**src/hw/rtl/psm_pkg.sv**
```systemverilog
// Shared types, codes and constants of the picture slot manager.
package psm_pkg;

  localparam int SLOTS_DEF = 16;
  localparam int SLOT_W = 4;
  localparam int DATE_W = 48;
  localparam int REFS_W = 8;
  localparam int REQ_W = 3;
  localparam int IN_TDATA_W = 144;
  localparam int OUT_TDATA_W = 64;
  localparam logic [31:0] WINDOW_RESET = 32'd100000;

  typedef enum logic [2:0] {
    REQ_ALLOC = 3'd0,
    REQ_READY = 3'd1,
    REQ_DESTROY = 3'd2,
    REQ_LINK = 3'd3,
    REQ_UNLINK = 3'd4,
    REQ_TICK = 3'd5,
    REQ_BAD6 = 3'd6,
    REQ_BAD7 = 3'd7
  } req_t;

  typedef enum logic [2:0] {
    ST_FREE = 3'd0,
    ST_RESERVED = 3'd1,
    ST_READY = 3'd2,
    ST_DISPLAYED = 3'd3,
    ST_DESTROYED = 3'd4
  } status_t;

  typedef enum logic [2:0] {
    RC_DONE = 3'd0,
    RC_REUSED = 3'd1,
    RC_NEWFREE = 3'd2,
    RC_REPLACED = 3'd3,
    RC_NONE = 3'd4,
    RC_IDLE = 3'd5,
    RC_LATE = 3'd6,
    RC_SHOW = 3'd7
  } rc_t;

  // Classified request as it travels from the front to the back part.
  typedef struct packed {
    req_t req;
    logic bad;          // answer none without touching state
    logic [SLOT_W-1:0] slot;
    logic [1:0] fmt;
    logic [11:0] width;
    logic [11:0] height;
    logic [13:0] line_bytes;
    logic [DATE_W-1:0] date;   // picture date or current time
  } cmd_t;

  typedef struct packed {
    rc_t code;
    logic [SLOT_W-1:0] slot;
    logic [DATE_W-1:0] date;
    logic [REFS_W-1:0] refs;
  } res_t;

endpackage

```
**src/hw/rtl/picture_slot_manager_top.sv**
```systemverilog
// Top level of the picture slot manager: stream ports, window register, front and back.
//
// The block keeps a pool of SLOTS picture slots and answers each request item
// with exactly one result item. A front part decodes requests into a two-entry
// queue; the back part works one item at a time. Allocate and tick scan the
// slot table one slot per clock (an allocation that reuses a matching slot
// stops its scan early); mark ready, destroy, link, unlink and rejected requests
// skip the scan. The result is held in an output register until taken, and the
// front keeps accepting items into its queue meanwhile while the queue has room.
// display_window sits at byte address 0 of the APB port and may be written
// only while the block is idle.
module picture_slot_manager_top import psm_pkg::*; #(
  parameter int SLOTS = SLOTS_DEF
) (
  input  logic clk,
  input  logic rst,
  input  logic s_tvalid,
  output logic s_tready,
  // req_type[2:0] slot[6:3] pic_format[8:7] pic_width[20:9] pic_height[32:21]
  // line_bytes[46:33] picture_date[94:47] current_time[142:95], zero bit 143
  input  logic [IN_TDATA_W-1:0] s_tdata,
  output logic m_tvalid,
  input  logic m_tready,
  // result_code[2:0] out_slot[6:3] out_date[54:7] out_refcount[62:55], zero bit 63
  output logic [OUT_TDATA_W-1:0] m_tdata,
  input  logic psel,
  input  logic penable,
  input  logic pwrite,
  input  logic [1:0] paddr,
  input  logic [31:0] pwdata,
  output logic [31:0] prdata,
  output logic pready
);

  logic [31:0] display_window;
  logic q_valid, q_ready;
  cmd_t q_cmd;
  res_t res;

  assign pready = 1'b1;
  assign prdata = (paddr == 2'd0) ? display_window : 32'd0;

  // Write the window register on the access cycle.
  always_ff @(posedge clk) begin
    if (rst) display_window <= WINDOW_RESET;
    else if (psel && penable && pwrite && paddr == 2'd0) display_window <= pwdata;
  end

  psm_front #(.SLOTS(SLOTS)) u_front (
    .clk(clk), .rst(rst),
    .in_valid(s_tvalid), .in_ready(s_tready), .in_data(s_tdata),
    .q_valid(q_valid), .q_ready(q_ready), .q_cmd(q_cmd)
  );

  psm_back #(.SLOTS(SLOTS)) u_back (
    .clk(clk), .rst(rst), .window(display_window),
    .q_valid(q_valid), .q_ready(q_ready), .q_cmd(q_cmd),
    .res_valid(m_tvalid), .res_ready(m_tready), .res(res)
  );

  assign m_tdata = {1'b0, res.refs, res.date, res.slot, res.code};

`ifndef SYNTHESIS
  // An idle result carries no slot and no date.
  a_idle_zero: assert property (@(posedge clk) disable iff (rst)
    m_tvalid && m_tdata[2:0] == RC_IDLE |-> m_tdata[54:3] == '0)
    else $error("idle result with slot or date");
  // A held result stays unchanged until taken.
  a_hold: assert property (@(posedge clk) disable iff (rst)
    m_tvalid && !m_tready |=> m_tvalid && $stable(m_tdata))
    else $error("result changed while stalled");
  // The back takes a new request only when no result is pending.
  a_one: assert property (@(posedge clk) disable iff (rst)
    q_valid && q_ready |-> !m_tvalid)
    else $error("request taken with result pending");
`endif

endmodule

```
**src/hw/rtl/psm_front.sv**
```systemverilog
// Front part: accept request items, classify them and queue them.
module psm_front import psm_pkg::*; #(
  parameter int SLOTS = SLOTS_DEF
) (
  input  logic clk,
  input  logic rst,
  input  logic in_valid,
  output logic in_ready,
  input  logic [IN_TDATA_W-1:0] in_data,
  output logic q_valid,
  input  logic q_ready,
  output cmd_t q_cmd
);

  localparam int QD = 2;
  cmd_t fifo [QD];
  logic [0:0] wr_ptr, rd_ptr;
  logic [1:0] count;
  cmd_t cmd_in;
  logic push, pop;

  always_comb begin
    cmd_in.req = req_t'(in_data[2:0]);
    cmd_in.slot = in_data[6:3];
    cmd_in.fmt = in_data[8:7];
    cmd_in.width = in_data[20:9];
    cmd_in.height = in_data[32:21];
    cmd_in.line_bytes = in_data[46:33];
    cmd_in.date = (cmd_in.req == REQ_TICK) ? in_data[142:95] : in_data[94:47];
    case (cmd_in.req)
      REQ_ALLOC: cmd_in.bad = (in_data[8:7] == 2'd3);
      REQ_TICK:  cmd_in.bad = 1'b0;
      REQ_READY, REQ_DESTROY, REQ_LINK, REQ_UNLINK:
        cmd_in.bad = ({28'd0, in_data[6:3]} >= 32'(SLOTS));
      default:   cmd_in.bad = 1'b1;
    endcase
  end

  assign in_ready = (count != 2'(QD));
  assign push = in_valid && in_ready;
  assign q_valid = (count != 2'd0);
  assign pop = q_valid && q_ready;
  assign q_cmd = fifo[rd_ptr];

  always_ff @(posedge clk) begin
    if (rst) begin
      wr_ptr <= '0;
      rd_ptr <= '0;
      count <= '0;
    end else begin
      if (push) wr_ptr <= wr_ptr + 1'b1;
      if (pop) rd_ptr <= rd_ptr + 1'b1;
      count <= count + {1'b0, push} - {1'b0, pop};
    end
    if (push) fifo[wr_ptr] <= cmd_in;
  end

endmodule

```
**src/hw/rtl/psm_back.sv**
```systemverilog
// Back part: carry out queued requests, scanning the slot table for allocate and tick, and hold the result.
module psm_back import psm_pkg::*; #(
  parameter int SLOTS = SLOTS_DEF
) (
  input  logic clk,
  input  logic rst,
  input  logic [31:0] window,
  input  logic q_valid,
  output logic q_ready,
  input  cmd_t q_cmd,
  output logic res_valid,
  input  logic res_ready,
  output res_t res
);

  localparam int IW = (SLOTS > 1) ? $clog2(SLOTS) : 1;

  typedef enum logic [1:0] {S_IDLE, S_SCAN, S_FINISH, S_OUT} fsm_t;

  fsm_t state;
  status_t st [SLOTS];
  logic [1:0] s_fmt [SLOTS];
  logic [11:0] s_w [SLOTS];
  logic [11:0] s_h [SLOTS];
  logic [13:0] s_lb [SLOTS];
  logic [REFS_W-1:0] s_refs [SLOTS];
  logic [DATE_W-1:0] s_date [SLOTS];

  cmd_t cmd;
  logic [IW-1:0] idx;
  logic have_free, have_dead, have_pick;
  logic [IW-1:0] free_i, dead_i, pick_i;
  logic [DATE_W-1:0] pick_date;
  logic [IW-1:0] ts;
  logic [DATE_W:0] limit;

  assign q_ready = (state == S_IDLE);
  assign ts = IW'(cmd.slot);
  assign limit = {1'b0, cmd.date} + {17'd0, window};

  always_ff @(posedge clk) begin
    if (rst) begin
      state <= S_IDLE;
      res_valid <= 1'b0;
      for (int i = 0; i < SLOTS; i++) st[i] <= ST_FREE;
    end else begin
      case (state)
        S_IDLE: begin
          if (q_valid) begin
            cmd <= q_cmd;
            idx <= '0;
            have_free <= 1'b0;
            have_dead <= 1'b0;
            have_pick <= 1'b0;
            if (q_cmd.bad || !(q_cmd.req == REQ_ALLOC || q_cmd.req == REQ_TICK))
              state <= S_FINISH;
            else state <= S_SCAN;
          end
        end
        S_SCAN: begin
          // Visit one slot per cycle.
          if (cmd.req == REQ_ALLOC) begin
            if (st[idx] == ST_DESTROYED && s_fmt[idx] == cmd.fmt &&
                s_h[idx] == cmd.height && s_lb[idx] == cmd.line_bytes) begin
              s_w[idx] <= cmd.width;
              st[idx] <= ST_RESERVED;
              res <= '{RC_REUSED, SLOT_W'(idx), '0, s_refs[idx]};
              res_valid <= 1'b1;
              state <= S_OUT;
            end else begin
              if (st[idx] == ST_DESTROYED && !have_dead) begin
                have_dead <= 1'b1;
                dead_i <= idx;
              end
              if (st[idx] == ST_FREE && !have_free) begin
                have_free <= 1'b1;
                free_i <= idx;
              end
              if (32'(idx) == 32'(SLOTS - 1)) state <= S_FINISH;
              else idx <= idx + 1'b1;
            end
          end else begin
            if (st[idx] == ST_READY && (!have_pick || s_date[idx] < pick_date)) begin
              have_pick <= 1'b1;
              pick_i <= idx;
              pick_date <= s_date[idx];
            end
            if (32'(idx) == 32'(SLOTS - 1)) state <= S_FINISH;
            else idx <= idx + 1'b1;
          end
        end
        S_FINISH: begin
          res_valid <= 1'b1;
          state <= S_OUT;
          if (cmd.bad) begin
            res <= '{RC_NONE, '0, '0, '0};
          end else begin
            case (cmd.req)
              REQ_ALLOC: begin
                if (have_free || have_dead) begin
                  s_fmt[have_free ? free_i : dead_i] <= cmd.fmt;
                  s_w[have_free ? free_i : dead_i] <= cmd.width;
                  s_h[have_free ? free_i : dead_i] <= cmd.height;
                  s_lb[have_free ? free_i : dead_i] <= cmd.line_bytes;
                  s_refs[have_free ? free_i : dead_i] <= '0;
                  st[have_free ? free_i : dead_i] <= ST_RESERVED;
                  res <= '{have_free ? RC_NEWFREE : RC_REPLACED,
                           SLOT_W'(have_free ? free_i : dead_i), '0, '0};
                end else begin
                  res <= '{RC_NONE, '0, '0, '0};
                end
              end
              REQ_TICK: begin
                if (!have_pick || {1'b0, pick_date} > limit &&
                    !(pick_date < cmd.date)) begin
                  res <= '{RC_IDLE, '0, '0, '0};
                end else begin
                  st[pick_i] <= (s_refs[pick_i] != '0) ? ST_DISPLAYED : ST_DESTROYED;
                  res <= '{(pick_date < cmd.date) ? RC_LATE : RC_SHOW,
                           SLOT_W'(pick_i), pick_date, s_refs[pick_i]};
                end
              end
              REQ_READY: begin
                st[ts] <= ST_READY;
                s_date[ts] <= cmd.date;
                res <= '{RC_DONE, cmd.slot, '0, s_refs[ts]};
              end
              REQ_DESTROY: begin
                st[ts] <= ST_DESTROYED;
                res <= '{RC_DONE, cmd.slot, '0, s_refs[ts]};
              end
              REQ_LINK: begin
                s_refs[ts] <= (s_refs[ts] == '1) ? s_refs[ts] : s_refs[ts] + 1'b1;
                res <= '{RC_DONE, cmd.slot, '0,
                         (s_refs[ts] == '1) ? s_refs[ts] : s_refs[ts] + 1'b1};
              end
              REQ_UNLINK: begin
                s_refs[ts] <= (s_refs[ts] == '0) ? '0 : s_refs[ts] - 1'b1;
                if (s_refs[ts] <= 8'd1 && st[ts] == ST_DISPLAYED)
                  st[ts] <= ST_DESTROYED;
                res <= '{RC_DONE, cmd.slot, '0,
                         (s_refs[ts] == '0) ? '0 : s_refs[ts] - 1'b1};
              end
              default: res <= '{RC_NONE, '0, '0, '0};
            endcase
          end
        end
        S_OUT: begin
          if (res_ready) begin
            res_valid <= 1'b0;
            state <= S_IDLE;
          end
        end
        default: state <= S_IDLE;
      endcase
    end
  end

endmodule

```
**config.mk**
```make
export PLATFORM = sky130hd
export DESIGN_NAME = picture_slot_manager_top
export DESIGN_NICKNAME = d
export VERILOG_FILES = /design/src/hw/rtl/psm_pkg.sv /design/src/hw/rtl/picture_slot_manager_top.sv /design/src/hw/rtl/psm_front.sv /design/src/hw/rtl/psm_back.sv
export SDC_FILE = /design/constraint.sdc
export NUM_CORES = 2
export LEC_CHECK = 0
export BUFFER_PORTS_ARGS = -buffer_cell sky130_fd_sc_hd__buf_2
export CORE_UTILIZATION = 55
export DETAILED_ROUTE_END_ITERATION = 6
export PLACE_DENSITY = 0.69
export SLEW_MARGIN = 10
export SYNTH_ARGS = -nofsm -noshare
export SYNTH_HDL_FRONTEND = slang
export SYNTH_SLANG_ARGS = --single-unit
```
**constraint.sdc**
```tcl
create_clock -name clk -period 11.55 [get_ports clk]
set_input_delay 1.155 -clock clk [delete_from_list [all_inputs] [get_ports clk]]
set_output_delay 1.155 -clock clk [all_outputs]
set_load 0.01 [all_outputs]
```
Word-level counts from Yosys, hierarchy flattened
Memory sizes are Yosys's and may differ from the RTL's. A register that Yosys moved wholly into a read port is not among the register bits.
Cells that the tools add are included.

operators by class
  reduce and logical (&&, ||, !) cells = 53
  equal/unequal tests = 34
  bitwise operators = 6
  add/sub/neg operators = 8
  muxes and demuxes = 120
  $lt $le $gt $ge = 4

operators with widths
  operator            count
  $mux 63             5
  $pmux 63 s5         1
  $pmux 63 s2         1
  $lt 48x48->1        2
  $mux 4              19
  $mux 1              68
  $add 48x32->49      1
  $gt 48x49->1        1
  $mux 48             1
  $mux 32             1
  $mux 8              4
  $mux 3              7
  $eq 3x2->1 const B  6
  $eq 3x3->1 const B  6
  $reduce_and 4->1    4
  $reduce_and 5->1    3
  $eq 14x14->1        1
  $logic_and 1x1->1   13
  $eq 12x12->1        1
  $logic_not 3->1     4
  $mux 2              6
  $ne 2x1->1 const B  6
  $reduce_and 6->1    2
  $reduce_or 3->1     4
  33 further kinds    58

storage, ports and cells
  input bits = 185
  bits in writable memories = 1584
  logic and storage cells = 257
  bits in registers = 253
  output and inout port bits = 99
  memories kept = 7

memory list
  memory         words  bits a word  rd ports  clocked after memory_dff  write ports  RTL line         source
  u_back.s_date  16     48           1         1                         1            psm_back.sv:27   logic [DATE_W-1:0] s_date [SLOTS];
  u_back.s_lb    16     14           1         1                         1            psm_back.sv:25   logic [13:0] s_lb [SLOTS];
  u_back.s_h     16     12           1         1                         1            psm_back.sv:24   logic [11:0] s_h [SLOTS];
  u_front.fifo   2      96           1         1                         1            psm_front.sv:16  cmd_t fifo [QD];
  u_back.s_refs  16     8            3         3                         1            psm_back.sv:26   logic [REFS_W-1:0] s_refs [SLOTS];
  u_back.st      16     3            2         2                         16           psm_back.sv:21   status_t st [SLOTS];
  +1 memories    n/a    n/a          n/a       n/a                       n/a          n/a

Depth between registers and ports, before layout
  depth in word-level cells = 14
  mapped depth = 27
  gate-level depth less buffers = 24

By module
A second synthesis with hierarchy kept.

second synthesis, totals
  cell total of the unflattened synthesis = 4306
  area, all modules = 79729.0 um2

modules (own cells, without submodules)
  module                    seq. area each (um2)  area an instance (um2)  cells an instance  instances
  psm_back                  48526.5               70153.5                 3740               1
  psm_front                 5865.6                7882.6                  386                1
  picture_slot_manager_top  640.6                 1692.9                  180                1

Least setup slack after synthesis
No wires, ideal clock.

  path kind = input to register
  from = input rst
  to = register with a tool-made name
  library setup time = 88 ps
  slack = 3202 ps
  stages = 3
  buffers on the path = 1
  data arrival time = 8259 ps
  required time = 11462 ps
  cells stage by stage = clkbuf_1 nor3_1 mux2_2

RTL lines
  item             RTL line                        source
  start, declared  picture_slot_manager_top.sv:16  input logic rst,

==> flow_summary.rst <==
.. list-table::
   :header-rows: 1

   * - Metric
     - Value
   * - Total of flip-flops plus latches after synthesis
     - 1826
   * - Path class of the lowest-slack min-delay path
     - reg -> reg
   * - HPWL reported at the end of detailed placement
     - 111 mm
   * - Required time of the critical path
     - 12.06 ns
   * - Nets
     - 4970
   * - Worst reg-to-reg setup slack
     - 3.34 ns
   * - Final min period
     - 8.21 ns
   * - Maximum achievable frequency
     - 0.122 GHz
   * - Post-CTS setup buffer count
     - 0
   * - Critical path peak fanout
     - 22
   * - Drt first pass iters
     - 6
   * - Yosys warnings
     - 0
   * - Largest area contributor in the netlist
     - sky130_fd_sc_hd__edfxtp_1
   * - Count of unique library cells instantiated by Yosys
     - 82
   * - Share of synthesized registers carrying an async set or reset
     - 0%
   * - Routed WL per cell
     - 28.1 um
   * - Antenna-violating nets left
     - 0
   * - Area grow syn2layout
     - 12.7%
   * - Total congestion overflow
     - 0
   * - Count of standard-cell rows
     - between 100 and 150
   * - Final count of negative-setup-slack endpoints
     - 0
   * - Placement-stage cell area
     - 82000 um2
   * - Leak pwr
     - 29.5 nW
   * - Total routing resource utilization after global routing
     - between 20% and 30%
   * - Leading register cell type out of synthesis
     - sky130_fd_sc_hd__edfxtp_1
   * - Post-synth design cell area
     - 78000 um2
   * - Clock latency at the later pin of the worst-skew pair
     - 0.83 ns
   * - Number of remaining DRC errors
     - 0
   * - Areal power density over the cells
     - roughly 220 nW/um2
   * - Clock sink count
     - 1826
   * - Worst slew pin tran
     - 1.22 ns
   * - Worst IR Drop VDD
     - 212 uV
   * - Hold path startpoint
     - display_window[6]
   * - Worst Hold Depth
     - 2
   * - Cell count after synthesis
     - between 4000 and 5000
   * - Hold worst-path end
     - display_window[6]
   * - WP data arrival
     - 8.72 ns
   * - Number of buffers added on ports
     - roughly 270
   * - Max-slew violation count
     - 0
   * - Number of clock buffers inserted by TritonCTS
     - 184
   * - Post-synth top area share
     - 68.3%
   * - TritonCTS clock tree
     - yes
   * - Clock buffer depth
     - 3
   * - Fraction of final layout cells sized beyond drive strength 1
     - between 20% and 30%
   * - Final core utilization
     - 62.8%
   * - Routability congestion estimate
     - 0.865
   * - Reg-to-Reg Start
     - u_back.cmd[0]
   * - Total negative setup slack
     - 0 ns
   * - Post_cts resized
     - 0
   * - Remaining max-slew budget at the tightest pin
     - 18.1%
   * - Critical Setup Path Class
     - reg -> reg
   * - Element type at the critical path end
     - register
   * - Number of antenna violations at the first check in global routing
     - 9
   * - DIE HEIGHT
     - 379 um
   * - Vias in the first global route
     - ~41000
   * - R2R cell count
     - 23
   * - Destination of the worst register-to-register timing path
     - u_back.st[5][2]
   * - Fin crit share
     - between 70% and 80%
   * - Total die area
     - 143000 um2
   * - Fraction of the yosys area taken by sequential cells
     - 69.6%
   * - Count of flip-flops with a built-in enable after synthesis
     - between 1500 and 2000
   * - Hold violation total from the final report
     - 0
   * - Largest cells by area after synthesis
     - sky130_fd_sc_hd__edfxtp_1 68%, sky130_fd_sc_hd__mux4_2 14%, sky130_fd_sc_hd__ha_1 2.9%
   * - Final worst clock skew
     - 0.0299 ns
   * - Vias/cell
     - 6.27
   * - Clk root buf
     - sky130_fd_sc_hd__clkbuf_16
   * - Width of the die
     - between 300 and 400 um
   * - Total number of vias
     - just over 40000
   * - Number of H-tree branching levels
     - 4
   * - Number of max-capacitance violations reported
     - 0
   * - Post-synthesis average cell area
     - 18.4 um2
   * - Global-route wire length before repair
     - 269 mm
   * - Number of hold-repair buffers added at the cts stage
     - 0
   * - Final wirelength
     - ~190 mm
   * - Finished layout cell area
     - 87900 um2
   * - Number of ports placed on the die boundary
     - about 280
   * - Iter 0 DRT Violations
     - 4753
   * - Synthesized net count
     - about 4600
   * - Pin count of the biggest net entering global routing
     - just over 80
   * - Startpoint Class
     - register
   * - Setup repair after global routing missed its margin
     - false
   * - Core region area
     - 140000 um2
   * - Clk pin slew, worst setup/hold paths
     - 0.06 ns
   * - Initial core utilization
     - 55.7%
   * - Status
     - finished clean
## critical path: stages, from the launching register on
cell,delay [ns]
sky130_fd_sc_hd__edfxtp_1,0.68
sky130_fd_sc_hd__ha_1,0.33
sky130_fd_sc_hd__inv_1,0.08
sky130_fd_sc_hd__fa_1,0.21
sky130_fd_sc_hd__nor2b_1,0.06
sky130_fd_sc_hd__o31ai_1,0.47
sky130_fd_sc_hd__a21oi_1,0.19
sky130_fd_sc_hd__o21ai_0,0.35
sky130_fd_sc_hd__a21oi_1,0.21
sky130_fd_sc_hd__a21boi_0,0.71
sky130_fd_sc_hd__xnor2_1,0.17
sky130_fd_sc_hd__ha_1,0.34
sky130_fd_sc_hd__nand4_1,0.22
sky130_fd_sc_hd__nor4_1,0.60
sky130_fd_sc_hd__o21ai_0,0.18
sky130_fd_sc_hd__a31oi_1,0.39
sky130_fd_sc_hd__o221ai_1,0.21
sky130_fd_sc_hd__nor3_1,0.26
sky130_fd_sc_hd__a21oi_2,0.09
sky130_fd_sc_hd__buf_4,0.26
sky130_fd_sc_hd__a21oi_1,0.28
sky130_fd_sc_hd__a21boi_0,0.22
sky130_fd_sc_hd__a31oi_1,1.02
sky130_fd_sc_hd__o21bai_1,0.33
## state kept, by name (all words and copies together) (netlist names), 48 cells and up, named ones only
signal / flops
u_back.cmd: 80
u_back.res: 63
u_back.s_lb: 224
u_back.s_h: 192
u_back.st: 48
u_back.s_date: 768
u_back.s_refs: 128
u_back.pick_date: 48
u_front.fifo: 168
## synth_stat cells (6+ instances only)
| library cell | number |
|---|---|
| sky130_fd_sc_hd__inv_1 | 135 |
| sky130_fd_sc_hd__a21oi_1 | 146 |
| sky130_fd_sc_hd__xnor2_1 | 62 |
| sky130_fd_sc_hd__buf_1 | 40 |
| sky130_fd_sc_hd__clkbuf_1 | 103 |
| sky130_fd_sc_hd__a211oi_1 | 10 |
| sky130_fd_sc_hd__or2_2 | 14 |
| sky130_fd_sc_hd__a22oi_1 | 23 |
| sky130_fd_sc_hd__xor2_1 | 34 |
| sky130_fd_sc_hd__nand3b_1 | 8 |
| sky130_fd_sc_hd__nor2_1 | 143 |
| sky130_fd_sc_hd__nor3_1 | 55 |
| sky130_fd_sc_hd__or3_1 | 6 |
| sky130_fd_sc_hd__buf_6 | 6 |
| sky130_fd_sc_hd__o21bai_1 | 19 |
| sky130_fd_sc_hd__nand4b_1 | 8 |
| sky130_fd_sc_hd__and2_1 | 84 |
| sky130_fd_sc_hd__dfxtp_1 | 52 |
| sky130_fd_sc_hd__o21ai_0 | 67 |
| sky130_fd_sc_hd__o21a_1 | 10 |
| sky130_fd_sc_hd__mux4_2 | 472 |
| sky130_fd_sc_hd__o211ai_1 | 9 |
| sky130_fd_sc_hd__mux2_2 | 144 |
| sky130_fd_sc_hd__mux2i_1 | 72 |
| sky130_fd_sc_hd__o22ai_1 | 17 |
| sky130_fd_sc_hd__ha_1 | 180 |
| sky130_fd_sc_hd__edfxtp_1 | 1774 |
| sky130_fd_sc_hd__a221oi_1 | 8 |
| sky130_fd_sc_hd__nand4_1 | 39 |
| sky130_fd_sc_hd__nor4_1 | 12 |
| sky130_fd_sc_hd__a21o_1 | 48 |
| sky130_fd_sc_hd__nand2_1 | 175 |
| sky130_fd_sc_hd__nor2b_1 | 21 |
| sky130_fd_sc_hd__nand3_1 | 55 |
| sky130_fd_sc_hd__and3_1 | 17 |
| sky130_fd_sc_hd__a31oi_1 | 10 |
| sky130_fd_sc_hd__buf_4 | 8 |
| sky130_fd_sc_hd__nand2b_1 | 22 |
| sky130_fd_sc_hd__and4_1 | 6 |
| sky130_fd_sc_hd__o31ai_1 | 8 |
| sky130_fd_sc_hd__buf_2 | 33 |
## routing by layer
metal	share of wire, %	vias up	routed length (um)	global-route usage, %
li1	-	17900	-	-
met1	42	21500	79000	38.9
met2	45	1916	82900	38.2
met3	11	259	20000	7.38
met4	2.4	2	4420	7.44
met5	0.0059	-	11	0
## kinds of logic after synthesis
family	after synthesis	synth area share, %
AOI/OAI and AO/OA	439	3.67
xor gates and xnor gates	96	1.08
adders and majority gates	181	2.91
buffers and inverters	327	1.74
DFF	1826	69.6
muxes	688	16.6
other	2	0.00963
and+or+nand+nor	679	4.35
## report_power, final
group,switching (mW),total [mW],internal (mW)
Combinational,2.75,5.02,2.27
Sequential,0.493,8.38,7.89
Clock,2.51,5.91,3.40
## worst max path at each step
stage	end	start
finish	u_back.st[5][2]	u_back.cmd[0]
global route	u_back.st[8][1]	u_back.cmd[0]
CTS	u_back.st[5][2]	u_back.cmd[0]
detailed placement	u_back.st[9][0]	u_back.cmd[0]
global placement	u_back.st[8][0]	u_back.cmd[0]
floorplan	register	rst
## cell usage in the layout, fill, tap and decap left out, types with 19 or more instances in the layout
master	instances
sky130_fd_sc_hd__xor2_1	34
sky130_fd_sc_hd__nor2_4	29
sky130_fd_sc_hd__xnor2_1	62
sky130_fd_sc_hd__dfxtp_1	44
sky130_fd_sc_hd__o21bai_1	19
sky130_fd_sc_hd__clkbuf_1	37
sky130_fd_sc_hd__clkbuf_16	187
sky130_fd_sc_hd__mux4_2	472
sky130_fd_sc_hd__a21o_1	48
sky130_fd_sc_hd__inv_1	134
sky130_fd_sc_hd__nor2b_1	19
sky130_fd_sc_hd__clkinv_1	48
sky130_fd_sc_hd__bufinv_16	19
sky130_fd_sc_hd__buf_4	102
sky130_fd_sc_hd__a21oi_1	142
sky130_fd_sc_hd__mux2_2	144
sky130_fd_sc_hd__ha_1	180
sky130_fd_sc_hd__nor3_1	52
sky130_fd_sc_hd__clkinv_2	27
sky130_fd_sc_hd__mux2i_1	72
sky130_fd_sc_hd__nand2b_1	22
sky130_fd_sc_hd__nand4_1	39
sky130_fd_sc_hd__edfxtp_1	1774
sky130_fd_sc_hd__buf_2	268
sky130_fd_sc_hd__a22oi_1	23
sky130_fd_sc_hd__nor2_1	113
sky130_fd_sc_hd__nand2_1	175
sky130_fd_sc_hd__nand3_1	55
sky130_fd_sc_hd__and2_1	84
sky130_fd_sc_hd__o21ai_0	67
## per-stage QoR
stage                     total power [mW]  cells  hold slack [ns]  setup slack, ns
final                                 19.3   6633            0.477             3.34
after global routing                  20.1   6632            0.491             2.66
after CTS                             19.4   6632            0.467             3.32
after detailed placement              13.5   6294            0.465             3.40
after global placement                13.4   6294            0.469             3.57
after floorplan                       11.9   4238            0.449             3.20
## cell type report
type | count | area, um2
Sequential cell | 1826 | 54300
Fill cell | 9781 | 52100
Multi-Input combinational cell | 2085 | 22600
Clock buffer | 224 | 4820
Tap cell | 1876 | 2350
Timing Repair Buffer | 372 | 2150
Clock inverter | 114 | 1140
Inverter | 135 | 512
Antenna cell | 1 | 2.50
No activity file was read; power rests on OpenSTA's default activity.
